[config.mk]
export PLATFORM = sky130hd
export DESIGN_NAME = terminal_key_escape_decoder_unit
export DESIGN_NICKNAME = d
export VERILOG_FILES = /design/src/rtl/tked_pkg.sv /design/src/rtl/tked_in_stage.sv /design/src/rtl/tked_decode.sv /design/src/rtl/tked_out_stage.sv /design/src/rtl/terminal_key_escape_decoder_unit.sv
export SDC_FILE = /design/constraint.sdc
export NUM_CORES = 1
export LEC_CHECK = 0
export ABC_AREA = 1
export BUFFER_PORTS_ARGS = -buffer_cell sky130_fd_sc_hd__clkbuf_2
export CAP_MARGIN = 20
export CORE_MARGIN = 2
export CORE_UTILIZATION = 35
export DETAILED_ROUTE_END_ITERATION = 16
export PLACE_DENSITY = 0.56
export SYNTH_ARGS = -nofsm -noshare
export SYNTH_HDL_FRONTEND = slang
export SYNTH_SLANG_ARGS = --single-unit
export TNS_END_PERCENT = 50
[constraint.sdc]
create_clock -name clk -period 1.9 [get_ports clk]
set_input_delay 0.19 -clock clk [delete_from_list [all_inputs] [get_ports clk]]
set_output_delay 0.19 -clock clk [all_outputs]
set_load 0.02 [all_outputs]
[src/rtl/tked_pkg.sv]
// ----------------------------------------------------------------------------
// tked_pkg: shared types and constants for the terminal key escape decoder
// Input commands, key codes, sequence bytes, phase encoding, result type and
// the final-byte lookup functions.
// ----------------------------------------------------------------------------
package tked_pkg;

    localparam int CmdWidth  = 2;
    localparam int ByteWidth = 8;
    localparam int KeyWidth  = 4;

    // input commands
    localparam logic [CmdWidth-1:0] CMD_BYTE    = 2'd0;
    localparam logic [CmdWidth-1:0] CMD_TIMEOUT = 2'd1;

    // key codes
    localparam logic [KeyWidth-1:0] KEY_PLAIN      = 4'd0;
    localparam logic [KeyWidth-1:0] KEY_ESC        = 4'd1;
    localparam logic [KeyWidth-1:0] KEY_ARROW_UP   = 4'd2;
    localparam logic [KeyWidth-1:0] KEY_ARROW_DN   = 4'd3;
    localparam logic [KeyWidth-1:0] KEY_ARROW_LT   = 4'd4;
    localparam logic [KeyWidth-1:0] KEY_ARROW_RT   = 4'd5;
    localparam logic [KeyWidth-1:0] KEY_LINE_START = 4'd6;
    localparam logic [KeyWidth-1:0] KEY_LINE_END   = 4'd7;
    localparam logic [KeyWidth-1:0] KEY_PAGE_UP    = 4'd8;
    localparam logic [KeyWidth-1:0] KEY_PAGE_DN    = 4'd9;
    localparam logic [KeyWidth-1:0] KEY_DEL        = 4'd10;
    localparam logic [KeyWidth-1:0] KEY_FILETOP    = 4'd11;
    localparam logic [KeyWidth-1:0] KEY_FILEEND    = 4'd12;
    localparam logic [KeyWidth-1:0] KEY_ERROR      = 4'd13;

    // sequence bytes
    localparam logic [ByteWidth-1:0] BYTE_ESC   = 8'h1b;
    localparam logic [ByteWidth-1:0] BYTE_CSI   = 8'h5b;  // '['
    localparam logic [ByteWidth-1:0] BYTE_SS3   = 8'h4f;  // 'O'
    localparam logic [ByteWidth-1:0] BYTE_TILDE = 8'h7e;  // '~'
    localparam logic [ByteWidth-1:0] BYTE_SEMI  = 8'h3b;  // ';'
    localparam logic [ByteWidth-1:0] BYTE_CTRL  = 8'h35;  // '5'
    localparam logic [ByteWidth-1:0] BYTE_ZERO  = 8'h30;  // '0'
    localparam logic [ByteWidth-1:0] BYTE_NINE  = 8'h39;  // '9'
    localparam logic [ByteWidth-1:0] BYTE_A     = 8'h41;
    localparam logic [ByteWidth-1:0] BYTE_B     = 8'h42;
    localparam logic [ByteWidth-1:0] BYTE_C     = 8'h43;
    localparam logic [ByteWidth-1:0] BYTE_D     = 8'h44;
    localparam logic [ByteWidth-1:0] BYTE_F     = 8'h46;
    localparam logic [ByteWidth-1:0] BYTE_H     = 8'h48;
    localparam logic [ByteWidth-1:0] BYTE_1     = 8'h31;
    localparam logic [ByteWidth-1:0] BYTE_3     = 8'h33;
    localparam logic [ByteWidth-1:0] BYTE_4     = 8'h34;
    localparam logic [ByteWidth-1:0] BYTE_6     = 8'h36;
    localparam logic [ByteWidth-1:0] BYTE_7     = 8'h37;
    localparam logic [ByteWidth-1:0] BYTE_8     = 8'h38;

    typedef enum logic [5:0] {
        PH_IDLE  = 6'b000001,
        PH_ESC   = 6'b000010,
        PH_INTRO = 6'b000100,
        PH_DIGIT = 6'b001000,
        PH_SEMI  = 6'b010000,
        PH_MOD   = 6'b100000
    } phase_t;

    typedef enum logic [1:0] {
        INTRO_CSI   = 2'd0,
        INTRO_SS3   = 2'd1,
        INTRO_OTHER = 2'd2
    } intro_t;

    typedef struct packed {
        logic                 valid;
        logic [KeyWidth-1:0]  key;
        logic [ByteWidth-1:0] plain_byte;
    } result_t;

    typedef struct packed {
        logic                 valid;
        logic [CmdWidth-1:0]  cmd;
        logic [ByteWidth-1:0] in_byte;
    } item_t;

    function automatic logic [KeyWidth-1:0] letter_key(input logic [ByteWidth-1:0] b);
        logic [KeyWidth-1:0] k;
        unique case (b)
            BYTE_A:  k = KEY_ARROW_UP;
            BYTE_B:  k = KEY_ARROW_DN;
            BYTE_C:  k = KEY_ARROW_RT;
            BYTE_D:  k = KEY_ARROW_LT;
            BYTE_H:  k = KEY_LINE_START;
            BYTE_F:  k = KEY_LINE_END;
            default: k = KEY_ESC;
        endcase
        return k;
    endfunction

    function automatic logic [KeyWidth-1:0] tilde_key(input logic [ByteWidth-1:0] d);
        logic [KeyWidth-1:0] k;
        unique case (d)
            BYTE_1, BYTE_7: k = KEY_LINE_START;
            BYTE_3:         k = KEY_DEL;
            BYTE_4, BYTE_8: k = KEY_LINE_END;
            BYTE_CTRL:      k = KEY_PAGE_UP;
            BYTE_6:         k = KEY_PAGE_DN;
            default:        k = KEY_ESC;
        endcase
        return k;
    endfunction

    function automatic result_t key_result(input logic [KeyWidth-1:0] k);
        result_t r;
        r.valid      = 1'b1;
        r.key        = k;
        r.plain_byte = (k == KEY_ESC) ? BYTE_ESC : '0;
        return r;
    endfunction

endpackage

[src/rtl/tked_in_stage.sv]
// ----------------------------------------------------------------------------
// tked_in_stage: input register
// Captures one event item; frees in the same cycle the decoder consumes it.
// ----------------------------------------------------------------------------
module tked_in_stage (
    input  logic                            clk,
    input  logic                            rst_n,
    input  logic                            in_valid,
    output logic                            in_ready,
    input  logic [tked_pkg::CmdWidth-1:0]   cmd,
    input  logic [tked_pkg::ByteWidth-1:0]  in_byte,
    input  logic                            advance,
    output tked_pkg::item_t                 item
);

    logic                           valid_reg;
    logic                           valid_next;
    logic [tked_pkg::CmdWidth-1:0]  cmd_reg;
    logic [tked_pkg::ByteWidth-1:0] byte_reg;

    assign in_ready   = !valid_reg || advance;
    assign valid_next = (in_valid && in_ready) || (valid_reg && !advance);

    always_ff @(posedge clk or negedge rst_n)
    begin
        if (!rst_n)
        begin
            valid_reg <= 1'b0;
        end
        else
        begin
            valid_reg <= valid_next;
        end
    end

    always_ff @(posedge clk)
    begin
        if (in_valid && in_ready)
        begin
            cmd_reg  <= cmd;
            byte_reg <= in_byte;
        end
    end

    assign item.valid   = valid_reg;
    assign item.cmd     = cmd_reg;
    assign item.in_byte = byte_reg;

endmodule

[src/rtl/tked_decode.sv]
// ----------------------------------------------------------------------------
// tked_decode: escape sequence state machine
// Decodes one item per cycle from the input register while the result register
// is free, and updates the sequence state when the item advances.
// ----------------------------------------------------------------------------
module tked_decode (
    input  logic             clk,
    input  logic             rst_n,
    input  tked_pkg::item_t  item,
    input  logic             advance,
    output tked_pkg::result_t res
);

    tked_pkg::phase_t               phase_reg;
    tked_pkg::phase_t               phase_next;
    tked_pkg::intro_t               intro_reg;
    tked_pkg::intro_t               intro_next;
    logic [tked_pkg::KeyWidth-1:0]  tilde_reg;
    logic [tked_pkg::KeyWidth-1:0]  tilde_next;
    logic                           ctrl_reg;
    logic                           ctrl_next;
    logic [tked_pkg::ByteWidth-1:0] b;
    logic                           is_digit;

    assign b        = item.in_byte;
    assign is_digit = (b >= tked_pkg::BYTE_ZERO) && (b <= tked_pkg::BYTE_NINE);

    always_comb
    begin
        phase_next     = phase_reg;
        intro_next     = intro_reg;
        tilde_next     = tilde_reg;
        ctrl_next      = ctrl_reg;
        res.valid      = 1'b0;
        res.key        = tked_pkg::KEY_PLAIN;
        res.plain_byte = '0;

        if (item.cmd != tked_pkg::CMD_BYTE)
        begin
            phase_next = tked_pkg::PH_IDLE;
            if (phase_reg == tked_pkg::PH_ESC || phase_reg == tked_pkg::PH_INTRO ||
                phase_reg == tked_pkg::PH_DIGIT || phase_reg == tked_pkg::PH_SEMI ||
                phase_reg == tked_pkg::PH_MOD)
            begin
                res = tked_pkg::key_result(tked_pkg::KEY_ESC);
            end
            else if (item.cmd != tked_pkg::CMD_TIMEOUT)
            begin
                res = tked_pkg::key_result(tked_pkg::KEY_ERROR);
            end
        end
        else
        begin
            unique case (phase_reg)
                tked_pkg::PH_ESC:
                begin
                    if (b == tked_pkg::BYTE_CSI)
                        intro_next = tked_pkg::INTRO_CSI;
                    else if (b == tked_pkg::BYTE_SS3)
                        intro_next = tked_pkg::INTRO_SS3;
                    else
                        intro_next = tked_pkg::INTRO_OTHER;
                    phase_next = tked_pkg::PH_INTRO;
                end
                tked_pkg::PH_INTRO:
                begin
                    phase_next = tked_pkg::PH_IDLE;
                    if (intro_reg == tked_pkg::INTRO_CSI && is_digit)
                    begin
                        tilde_next = tked_pkg::tilde_key(b);
                        phase_next = tked_pkg::PH_DIGIT;
                    end
                    else if (intro_reg == tked_pkg::INTRO_CSI ||
                             intro_reg == tked_pkg::INTRO_SS3)
                    begin
                        res = tked_pkg::key_result(tked_pkg::letter_key(b));
                    end
                    else
                    begin
                        res = tked_pkg::key_result(tked_pkg::KEY_ESC);
                    end
                end
                tked_pkg::PH_DIGIT:
                begin
                    if (b == tked_pkg::BYTE_SEMI)
                    begin
                        phase_next = tked_pkg::PH_SEMI;
                    end
                    else
                    begin
                        phase_next = tked_pkg::PH_IDLE;
                        res = tked_pkg::key_result((b == tked_pkg::BYTE_TILDE) ?
                                                   tilde_reg : tked_pkg::KEY_ESC);
                    end
                end
                tked_pkg::PH_SEMI:
                begin
                    ctrl_next  = (b == tked_pkg::BYTE_CTRL);
                    phase_next = tked_pkg::PH_MOD;
                end
                tked_pkg::PH_MOD:
                begin
                    phase_next = tked_pkg::PH_IDLE;
                    if (ctrl_reg && b == tked_pkg::BYTE_H)
                        res = tked_pkg::key_result(tked_pkg::KEY_FILETOP);
                    else if (ctrl_reg && b == tked_pkg::BYTE_F)
                        res = tked_pkg::key_result(tked_pkg::KEY_FILEEND);
                    else
                        res = tked_pkg::key_result(tked_pkg::KEY_ESC);
                end
                default:
                begin
                    // idle
                    if (b == tked_pkg::BYTE_ESC)
                    begin
                        phase_next = tked_pkg::PH_ESC;
                    end
                    else
                    begin
                        phase_next     = tked_pkg::PH_IDLE;
                        res.valid      = 1'b1;
                        res.key        = tked_pkg::KEY_PLAIN;
                        res.plain_byte = b;
                    end
                end
            endcase
        end
    end

    always_ff @(posedge clk or negedge rst_n)
    begin
        if (!rst_n)
        begin
            phase_reg <= tked_pkg::PH_IDLE;
            intro_reg <= tked_pkg::INTRO_CSI;
            tilde_reg <= tked_pkg::KEY_ESC;
            ctrl_reg  <= 1'b0;
        end
        else if (advance)
        begin
            phase_reg <= phase_next;
            intro_reg <= intro_next;
            tilde_reg <= tilde_next;
            ctrl_reg  <= ctrl_next;
        end
    end

    a_err_only_idle: assert property (@(posedge clk) disable iff (!rst_n)
        advance && res.valid && res.key == tked_pkg::KEY_ERROR |-> phase_reg == tked_pkg::PH_IDLE)
        else $error("error key reported inside a sequence");

    a_event_closes: assert property (@(posedge clk) disable iff (!rst_n)
        advance && item.cmd != tked_pkg::CMD_BYTE |=> phase_reg == tked_pkg::PH_IDLE)
        else $error("timeout or error left a sequence open");

    a_result_closes: assert property (@(posedge clk) disable iff (!rst_n)
        advance && res.valid |=> phase_reg == tked_pkg::PH_IDLE)
        else $error("result issued without closing the sequence");

    a_hold_state: assert property (@(posedge clk) disable iff (!rst_n)
        !advance |=> $stable(phase_reg))
        else $error("phase moved without an item");

endmodule

[src/rtl/tked_out_stage.sv]
// ----------------------------------------------------------------------------
// tked_out_stage: result register
// Holds one decoded item until the consumer takes it.
// ----------------------------------------------------------------------------
module tked_out_stage (
    input  logic                            clk,
    input  logic                            rst_n,
    input  tked_pkg::result_t               res,
    input  logic                            load,
    output logic                            free,
    output logic                            out_valid,
    input  logic                            out_ready,
    output logic [tked_pkg::KeyWidth-1:0]   key,
    output logic [tked_pkg::ByteWidth-1:0]  plain_byte
);

    logic                           valid_reg;
    logic                           valid_next;
    logic [tked_pkg::KeyWidth-1:0]  key_reg;
    logic [tked_pkg::ByteWidth-1:0] byte_reg;
    logic                           take;

    assign free       = !valid_reg || out_ready;
    assign take       = load && res.valid;
    assign valid_next = take || (valid_reg && !out_ready);

    always_ff @(posedge clk or negedge rst_n)
    begin
        if (!rst_n)
        begin
            valid_reg <= 1'b0;
        end
        else
        begin
            valid_reg <= valid_next;
        end
    end

    always_ff @(posedge clk)
    begin
        if (take)
        begin
            key_reg  <= res.key;
            byte_reg <= res.plain_byte;
        end
    end

    assign out_valid  = valid_reg;
    assign key        = key_reg;
    assign plain_byte = byte_reg;

endmodule

[src/rtl/terminal_key_escape_decoder_unit.sv]
// ----------------------------------------------------------------------------
// terminal_key_escape_decoder_unit: VT100/ANSI key escape sequence decoder
// Path: input register, combinational decode, then the result register.
// Throughput: 1 item per cycle; the result register stalls the input only
//   while a result waits and out_ready is low.
// Reset: rst_n asynchronous active low; empties both registers, phase idle.
// ----------------------------------------------------------------------------
module terminal_key_escape_decoder_unit (
    input  logic                            clk,
    input  logic                            rst_n,
    input  logic                            in_valid,
    output logic                            in_ready,
    input  logic [tked_pkg::CmdWidth-1:0]   cmd,
    input  logic [tked_pkg::ByteWidth-1:0]  in_byte,
    output logic                            out_valid,
    input  logic                            out_ready,
    output logic [tked_pkg::KeyWidth-1:0]   key,
    output logic [tked_pkg::ByteWidth-1:0]  plain_byte
);

    tked_pkg::item_t   item;
    tked_pkg::result_t res;
    logic              out_free;
    logic              advance;

    assign advance = item.valid && out_free;

    tked_in_stage u_in (
        .clk      (clk),
        .rst_n    (rst_n),
        .in_valid (in_valid),
        .in_ready (in_ready),
        .cmd      (cmd),
        .in_byte  (in_byte),
        .advance  (advance),
        .item     (item)
    );

    tked_decode u_dec (
        .clk     (clk),
        .rst_n   (rst_n),
        .item    (item),
        .advance (advance),
        .res     (res)
    );

    tked_out_stage u_out (
        .clk        (clk),
        .rst_n      (rst_n),
        .res        (res),
        .load       (advance),
        .free       (out_free),
        .out_valid  (out_valid),
        .out_ready  (out_ready),
        .key        (key),
        .plain_byte (plain_byte)
    );

endmodule

---- Word level (Yosys, flattened, before mapping) ----
Index checks and enable logic that the tools add are counted.
cells by class
  add/subtract/negate cells ............... 0
  multiply operators ...................... 0
  div/mod/pow operators ................... 0
  order comparisons ....................... 2
  equality and inequality tests ........... 27
  shift-type cells ........................ 0
  muxes and demuxes ....................... 26
  bitwise operators ....................... 1
  reduce and logical (&&, ||, !) cells .... 30
operators by type and width
  cell                                                                              count
  13-bit two-way mux                                                                7
  8-bit by 7-bit == test with 1-bit output, second input constant                   9
  8-bit by 6-bit == test with 1-bit output, second input constant                   8
  13-bit one-hot mux with 4 select lines                                            1
  6-bit one-hot mux with 5 select lines                                             1
  12-bit two-way mux                                                                2
  4-bit two-way mux                                                                 6
  4-bit one-hot mux with 5 select lines                                             1
  3-bit one-hot mux with 6 select lines                                             1
  5-bit two-way mux                                                                 3
  1-bit logical AND                                                                 9
  1-bit logical OR                                                                  9
  4-bit by 1-bit == test with 1-bit output, second input constant                   2
  8-bit by 5-bit == test with 1-bit output, second input constant                   1
  8-bit by 6-bit >= comparator with 1-bit output, second input constant             1
  8-bit by 6-bit less-or-equal comparator with 1-bit output, second input constant  1
  6-bit by 2-bit == test with 1-bit output, second input constant                   1
  6-bit by 3-bit == test with 1-bit output, second input constant                   1
  6-bit by 4-bit == test with 1-bit output, second input constant                   1
  6-bit by 5-bit == test with 1-bit output, second input constant                   1
  6-bit == test, second input constant                                              1
  2-bit two-way mux                                                                 3
  6-bit two-way mux                                                                 1
  3-bit AND reduction                                                               2
  8 further kinds                                                                   13
word-level totals
  register bits ........................... 37
  bits in latches ......................... 0
  RAM bits ................................ 0
  bits in read-only memories .............. 0
  input port bits ......................... 14
  output and inout bits ................... 14
  word-level logic and storage cells ...... 96
  memories kept ........................... 0

---- Longest topological paths before layout ----
Gate-level depths: netlist of the first run.
  depth after elaboration ................. 14
  gate-level depth with buffers ........... 11

---- By module ----
From an unflattened synthesis of the first run, not the netlist that was laid out.
unflattened totals
  cell total of the unflattened synthesis .. 277
  area, all modules ....................... 2,134.5 um^2
modules (own cells, without submodules)
  module                            times used  cells each  area an instance (um^2)  sequential area each (um^2)
  tked_decode                       1           240         1,365.1                  327.8
  tked_out_stage                    1           18          409.1                    385.4
  tked_in_stage                     1           17          352.8                    325.3
  terminal_key_escape_decoder_unit  1           2           7.5                      0.0

---- Worst setup path after synthesis of the first run ----
OpenSTA, ideal clock, no wires.
  kind .................................... register -> register
  from .................................... register u_dec.phase_reg[0]
  to ...................................... register u_out.key_reg, in the netlist u_out.key[0], enable pin
  setup time .............................. 344 ps
  arrival time ............................ 1,460 ps
  required time ........................... 1,556 ps
  slack ................................... 96 ps
  cell stages (with the launch flop) ...... 11
  path buffers ............................ 0
  period minus slack after synthesis ...... 1,804 ps
  path through ............................ dfstp_2 nor2_2 nand3_2 nand2_1 nor2_2 nand3_1 nand2_1 inv_1 nand2_1 nand3_1 inv_1
between the ends
  cells in the longest elaborated chain, start to end .. 8
  elaborated cells on any way between the ends .. 14
  classes of those cells .................. 5 x eq/ne; 3 x mux; 6 x reduce/logical
RTL lines
  item                                                                                                  RTL line                              RTL
  start: declaration                                                                                    tked_decode.sv:14                     tked_pkg::phase_t phase_reg;
  start signal: assignment                                                                              tked_decode.sv:134                    phase_reg <= tked_pkg::PH_IDLE;
  start signal: assignment                                                                              tked_decode.sv:141                    phase_reg <= phase_next;
  6-bit by 2-bit == test with 1-bit output or 6-bit by 3-bit == test with 1-bit output (tied branches)  tked_decode.sv:41, tked_decode.sv:54
  1-bit logical OR (2 in a row)                                                                         tked_decode.sv:41                     if (phase_reg == tked_pkg::PH_ESC || phase_reg == tked_pkg::PH_INTRO ||
  1-bit logical OR (2 in a row)                                                                         tked_decode.sv:42                     phase_reg == tked_pkg::PH_DIGIT || phase_reg == tked_pkg::PH_SEMI ||
  13-bit two-way mux                                                                                    tked_decode.sv:41
  13-bit two-way mux (*)                                                                                tked_decode.sv:38                     if (item.cmd != tked_pkg::CMD_BYTE)
  1-bit logical AND (*)                                                                                 tked_out_stage.sv:24                  assign take = load && res.valid;
  named net u_out.take                                                                                  tked_out_stage.sv:21                  logic take;
  end signal: assignment                                                                                tked_out_stage.sv:43                  key_reg <= res.key;
  end: declaration                                                                                      tked_out_stage.sv:19                  logic [tked_pkg::KeyWidth-1:0] key_reg;
The timed path passes the listed nets; every way through them passes the cells marked *.
A chain may end at the register's enable or synchronous reset.

---- Worst setup path in the final report of the first run ----
  from .................................... register u_dec.phase_reg[1]
  to ...................................... register u_out.key_reg, in the netlist u_out.key[3], enable pin
The elaborated chain is that of the path after synthesis.

==> impl_metrics.env, run 1 <==
export IMPL_number_of_global_route_vias_before_repair=1734
export IMPL_grt_overflow_total=0
export IMPL_synth_net_count=268
export IMPL_setup_viol=0
export IMPL_post_dp_hpwl_mm=3.710
export IMPL_post_route_drc_count=0
export IMPL_total_number_of_clock_tree_sinks=37
export IMPL_dpl_worst_slack_ps=-158.0
export IMPL_intPower_mw=1.315
export IMPL_post_route_min_period_ps=1808
export IMPL_clock_root_buffer="clkbuf_8"
export IMPL_start_kind="flop"
export IMPL_dieWidth_um=80.27
export IMPL_dr_first_iter_drc_count=88
export IMPL_synth_lib_cells_used_distinct=24
export IMPL_status="complete, no violations"
export IMPL_timing_max_transition_violations_final=0
export IMPL_tightestPinTransition_ps=383.3
export IMPL_placedCellCount=374
export IMPL_timing_critical_path_mode_cell="nand2_1"
export IMPL_dieArea_um2=6442
export IMPL_netlist_instances=254
export IMPL_worstSetupEndpointType="flop"
export IMPL_final_period_utilization=0.9515
export IMPL_crit_family="simple AND/OR/NAND/NOR gates"
export IMPL_drive_gt1_frac=0.3077
export IMPL_final_hold_violation_count=0
export IMPL_yosysSeqAreaShare=0.5101
export IMPL_num_fill_cells=570
export IMPL_final_non_filler_cell_total=384
export IMPL_netlist_area_leader_share=0.3245
export IMPL_gr_usage_all_layers=0.1593
export IMPL_timing_max_slew_rel_slack=0.7445
export IMPL_static_leakage_power_nw=1.232
export IMPL_synth_cell_area_um2=2036
export IMPL_critPathBufInv=3
export IMPL_numPortBuffers=27
export IMPL_die_h_um=80.27
export IMPL_timing_hold_worst_class="input pin to flop"
export IMPL_worst_path_class_setup="flop to flop"
export IMPL_vias=1806
export IMPL_drt_antenna_net_count=0
export IMPL_ys_seq_elements=37
export IMPL_cap_viol_max_count=0
export IMPL_clock_insertion_delay_worst_skew_ps=300
export IMPL_fmax_ghz=0.5531
export IMPL_finalWorstSetupSlack_ps=92.11
export IMPL_power_frac_seq=0.522
export IMPL_clock_power_share=0.324
export IMPL_fin_util=0.4651
export IMPL_tritoncts="yes"
export IMPL_grt_max_degree=16
export IMPL_avgViaCountPerCell=4.703
export IMPL_holdWs_ps=72.89
export IMPL_power_share_switching=0.2769
export IMPL_placeableCoreArea_um2=5574
export IMPL_leading_area_contributor_after_synthesis="edfxtp_1"
export IMPL_initial_core_utilization=0.3652
export IMPL_slowest_cell_on_crit_path="dfrtp_1"
export IMPL_antenna_violations_before_repair=0
export IMPL_synth_warnings=0
export IMPL_cts_htree_levels=2
export IMPL_row_count=27
export IMPL_drt_pre_antenna_iters=4
export IMPL_cpPeakStageDelay_ps=380
export IMPL_wl_per_cell_um=11.86
export IMPL_gp_congestion=0.8915
export IMPL_boundaryPins=28
export IMPL_vdd_drop_max_mv=0.4676
export IMPL_routed_wl_mm=4.553
export IMPL_num_antenna_cells=0
export IMPL_grt_first_pass_wirelength_mm=7.769
export IMPL_skew_ps=15.72
export IMPL_powerDensity_nw_per_um2=701.7
export IMPL_path_clk_slew_ps=70
export IMPL_arrival_ps=1870
export IMPL_tns_ps=0
export IMPL_combinational_fraction_of_design_power=0.155
export IMPL_cp_max_fo=12
export IMPL_syn_area_per_cell_um2=8.015
export IMPL_design_final_nets=325
export IMPL_area_growth_syn_to_layout_pct=27.35
export IMPL_cp_required_ps=1960
export IMPL_cts_buffers_inserted=5
export IMPL_total_switching_power_mw=0.5038
export IMPL_clock_tree_buffer_depth=2
export IMPL_netlist_top_cells_area="edfxtp_1 (32%), dfrtp_1 (16%), nand2_1 (13%)"
export IMPL_path_cells="nor2_2 -> nand2_1 -> nor2_1 -> nor2_4 -> nand3_2 -> nand2_1 -> inv_1 -> nand2_1 -> nand3_2 -> clkinvlp_4 -> buf_12"
[cell usage after synthesis]
master,instances
nand3b_1,1
nand3_2,2
nor3_4,1
dfrtp_1,13
inv_1,31
o21ai_1,3
inv_2,6
o41ai_1,1
nor2_1,33
o22ai_1,2
nor3_1,8
nor2_2,5
edfxtp_1,22
nand2_2,5
dfstp_2,2
nor3_2,1
o21ai_0,13
nand3_1,15
nor2_4,4
o32ai_1,1
nor4_1,1
nand2_1,68
nand4_1,5
a21oi_1,11
[cell type report]
cell class                      instances  area [um2]  share of cell area
Timing Repair Buffer                   50       322.8              0.1245
Tap cell                               72       90.09             0.03475
Clock buffer                            6       82.58             0.03185
Inverter                               37       142.6             0.05502
Clock inverter                          2       13.76            0.005309
Sequential cell                        37        1039              0.4006
Multi-Input combinational cell        180       902.1              0.3480
[cell usage in the layout (no fill, tap or decap), types with 2 or more instances in the layout]
cell type   n
inv_2       8
o22ai_1     2
nor2_4      6
nor3_1      8
nor2_2      7
nor2_1     29
edfxtp_1   22
nand4_1     5
clkbuf_8    6
nand2_2     7
dfrtp_1    13
inv_1      28
o21ai_1     3
dfstp_2     2
nand2_1    66
a21oi_1    10
o21ai_0    13
clkbuf_2   27
buf_4      21
nand3_2     5
nand3_1    12
[what timing repair did]
action | 4_1_cts | 5_1_grt
gates resized for setup | 2 | 13
gates cloned | 0 | 0
pin swaps | 0 | 2
hold buffers | 1 | 0
endpoints found under the setup margin | 12 | 17
setup buffers | 1 | 0
hold endpoints to repair | 13 | 0
[cell families (layout without fill, tap and decap cells)]
kind of cell | after synthesis | in the layout | synth area share
AND/OR/NAND/NOR | 149 | 149 | 0.3405
flip-flops | 37 | 37 | 0.5101
buffers and inverters | 37 | 95 | 0.06822
AO/OA/AOI/OAI | 31 | 31 | 0.08113
[power by group through the flow]
stage / clock, mW / sequential, mW / combinational [mW]
after CTS: 0.609 / 0.948 / 0.281
after global placement: 0 / 0.963 / 0.264
final: 0.589 / 0.949 / 0.281
after global routing: 0.647 / 0.955 / 0.313
after floorplan: 0 / 0.999 / 0.118
after detailed placement: 0 / 0.965 / 0.263
[final timing paths]
kind | from | endpoint | slack, ps | cells past startpoint
hold / removal | in_byte[2] | u_in.byte_reg[2] | 70 | 1
min in group asynchronous | rst_n | u_dec.phase_reg[5] | 350 | 2
setup reg to reg | u_dec.phase_reg[1] | u_out.key[3] | 90 | 11
setup / recovery | u_dec.phase_reg[1] | u_out.key[3] | 90 | 11
max in group asynchronous | rst_n | u_dec.phase_reg[0] | 1240 | 2
hold reg to reg | u_dec.tilde_reg[0] | u_dec.tilde_reg[0] | 470 | 2
[per-layer routing]
metal / global-route usage / up-vias / part of all wire
met4: 0.06271 / 0 / 0.014
met1: 0.2103 / 810 / 0.48
met3: 0.03820 / 7 / 0.044
met5: 0 / - / 0
met2: 0.2517 / 43 / 0.46
li1: - / 946 / -
[metrics by stage]
stage	total power, mW	instance area [um2]
final	1.819	2592
after global routing	1.916	2592
after detailed placement	1.228	2419
after CTS	1.837	2551
after global placement	1.227	2419
after floorplan	1.117	2036
[worst register-to-register path, delay by kind of cell (launching register included)]
| family | cells | cell delay (ps) |
|---|---|---|
| buffers and inverters | 3 | 300 |
| DFF | 1 | 380 |
| and+or+nand+nor | 8 | 900 |
Power figures use the tool's default switching activity.
==> run 2: changes to the inputs <==
--- a/config.mk
+++ b/config.mk
@@ -8,10 +8,10 @@
 export ABC_AREA = 1
 export BUFFER_PORTS_ARGS = -buffer_cell sky130_fd_sc_hd__clkbuf_2
 export CAP_MARGIN = 20
-export CORE_MARGIN = 2
 export CORE_UTILIZATION = 35
 export DETAILED_ROUTE_END_ITERATION = 16
 export PLACE_DENSITY = 0.56
+export SLEW_MARGIN = 20
 export SYNTH_ARGS = -nofsm -noshare
 export SYNTH_HDL_FRONTEND = slang
 export SYNTH_SLANG_ARGS = --single-unit
==> impl_metrics.env, run 2 (same netlist as run 1, synthesis figures left out) <==
export IMPL_status="complete, no violations"
export IMPL_gp_congestion=0.9052
export IMPL_final_period_utilization=0.9569
export IMPL_vias=1838
export IMPL_r2r_slack_ps=80
export IMPL_post_route_drc_count=0
export IMPL_start_kind="flop"
export IMPL_clock_tree_buffer_depth=2
export IMPL_placeableCoreArea_um2=5540
export IMPL_holdWs_ps=69.54
export IMPL_dr_first_iter_drc_count=75
export IMPL_tritoncts="yes"
export IMPL_worst_hold_path_num_cells=1
export IMPL_area_growth_syn_to_layout_pct=28.15
export IMPL_clock_root_buffer="clkbuf_8"
export IMPL_clock_insertion_delay_worst_skew_ps=290
export IMPL_powerDensity_nw_per_um2=696.4
export IMPL_worstReg2RegEnd="u_out.plain_byte[2]"
export IMPL_num_antenna_cells=0
export IMPL_post_route_min_period_ps=1818
export IMPL_grt_overflow_total=0
export IMPL_timing_max_transition_violations_final=0
export IMPL_tightestPinTransition_ps=375.2
export IMPL_cts_buffers_inserted=5
export IMPL_final_common_cell="nand2_1"
export IMPL_num_fill_cells=571
export IMPL_cts_htree_levels=2
export IMPL_whs_endpoint="u_in.byte_reg[4]"
export IMPL_initial_core_utilization=0.3674
export IMPL_path_clk_slew_ps=70
export IMPL_row_count=27
export IMPL_avgViaCountPerCell=4.749
export IMPL_design_final_nets=328
export IMPL_reg2regPathDepth=11
export IMPL_fmax_ghz=0.5500
export IMPL_setup_viol=0
export IMPL_grt_first_pass_wirelength_mm=7.693
export IMPL_total_number_of_clock_tree_sinks=37
export IMPL_boundaryPins=28
export IMPL_worstSetupEndpointType="flop"
export IMPL_finalInstanceArea_um2=2609
export IMPL_drive_gt1_frac=0.2984
export IMPL_cp_max_fo=12
export IMPL_cp_required_ps=1910
export IMPL_gr_usage_all_layers=0.1623
export IMPL_wl_per_cell_um=11.93
export IMPL_skew_ps=10.32
export IMPL_placedInstanceArea_um2=2426
export IMPL_number_of_global_route_vias_before_repair=1723
export IMPL_area_used_by_multi_input_combinational_logic_um2=895.9
export IMPL_placedCellCount=375
export IMPL_cap_viol_max_count=0
export IMPL_die_h_um=78.27
export IMPL_finalPower_mw=1.817
export IMPL_worstReg2RegStart="u_dec.phase_reg[0]"
export IMPL_worst_path_class_setup="flop to flop"
export IMPL_timing_max_slew_rel_slack=0.7476
export IMPL_final_hold_violation_count=0
export IMPL_antenna_violations_before_repair=0
export IMPL_vdd_drop_max_mv=0.3835
export IMPL_numPortBuffers=27
export IMPL_drt_antenna_net_count=0
export IMPL_final_non_filler_cell_total=387
export IMPL_timing_critical_path_from="u_dec.phase_reg[0]"
export IMPL_area_sequential_um2=1039
export IMPL_routed_wl_mm=4.617
export IMPL_dieWidth_um=78.27
export IMPL_grt_max_degree=16
export IMPL_drt_pre_antenna_iters=4
export IMPL_timing_hold_worst_class="input pin to flop"
export IMPL_static_leakage_power_nw=1.248
export IMPL_arrival_ps=1830
export IMPL_min_from="in_byte[4]"
export IMPL_final_cell_mix="nand2_1 (68), nor2_1 (30), inv_1 (29)"
export IMPL_post_dp_hpwl_mm=3.635
export IMPL_dieArea_um2=6125
run 2: cell types whose count changed in the layout (fill, tap and decap cells not counted), moves of 2 or more:
| cell | delta |
|---|---|
| buf_4 | +3 |
| nand2_2 | -2 |
| nor2_2 | -2 |
| nand2_1 | +2 |
run 2: worst max-delay path by stage:
stage | endpoint | depth (start not counted)
6_report | u_out.plain_byte[2] | 11
5_1_grt | u_out.plain_byte[7] | 11
4_1_cts | u_out.key[2] | 11
3_5_place_dp | u_out.plain_byte[0] | 10
3_3_place_gp | u_out.key[3] | 10
2_1_floorplan | u_out.key[0] | 10
run 2: metrics by stage:
step	worst slack, ps	setup TNS, ps	util
after floorplan	96.26	0	-
after global placement	-31.25	-367.5	0.4379
after detailed placement	-155.6	-1858	0.4379
after CTS	51.71	0	0.4618
after global routing	-20.58	-225.2	0.4709
final	81.84	0	0.4709
run 2: routing by layer:
| layer | part of all wire | track usage | vias to the layer above |
|---|---|---|---|
| met3 | 0.036 | 0.03953 | 5 |
| met5 | 0 | 0 | - |
| met2 | 0.46 | 0.2561 | 42 |
| met1 | 0.49 | 0.2186 | 837 |
| li1 | - | - | 954 |
| met4 | 0.012 | 0.05185 | 0 |
run 2: cell type report:
cell class                      count  area share
Sequential cell                    37      0.3981
Multi-Input combinational cell    180      0.3434
Timing Repair Buffer               53      0.1324
Inverter                           37     0.05468
Tap cell                           72     0.03453
Clock buffer                        6     0.03165
Clock inverter                      2    0.005276
run 2: timing repair:
item | 4_1_cts | 5_1_grt
endpoints found under the hold margin | 13 | 0
pin swaps | 0 | 2
setup endpoints to repair | 12 | 12
setup buffers | 1 | 2
hold buffers | 1 | 0
resized for setup | 2 | 9
run 2: worst max-delay path, stage by stage (launching register included):
cell,delay [ps]
dfstp_2,570
nor2_1,60
nand3_1,80
nand2_1,90
nor2_4,130
nand3_2,80
nand2_1,60
inv_1,30
nand2_1,90
nand3_2,100
clkinvlp_4,100
buf_12,140
run 2: report_power, final:
part	internal [mW]	leakage (nW)	total, mW	switching, mW
Clock	0.294	0.0512	0.580	0.286
Combinational	0.103	0.811	0.286	0.182
Sequential	0.920	0.386	0.951	0.0316
Total	1.32	1.25	1.82	0.500
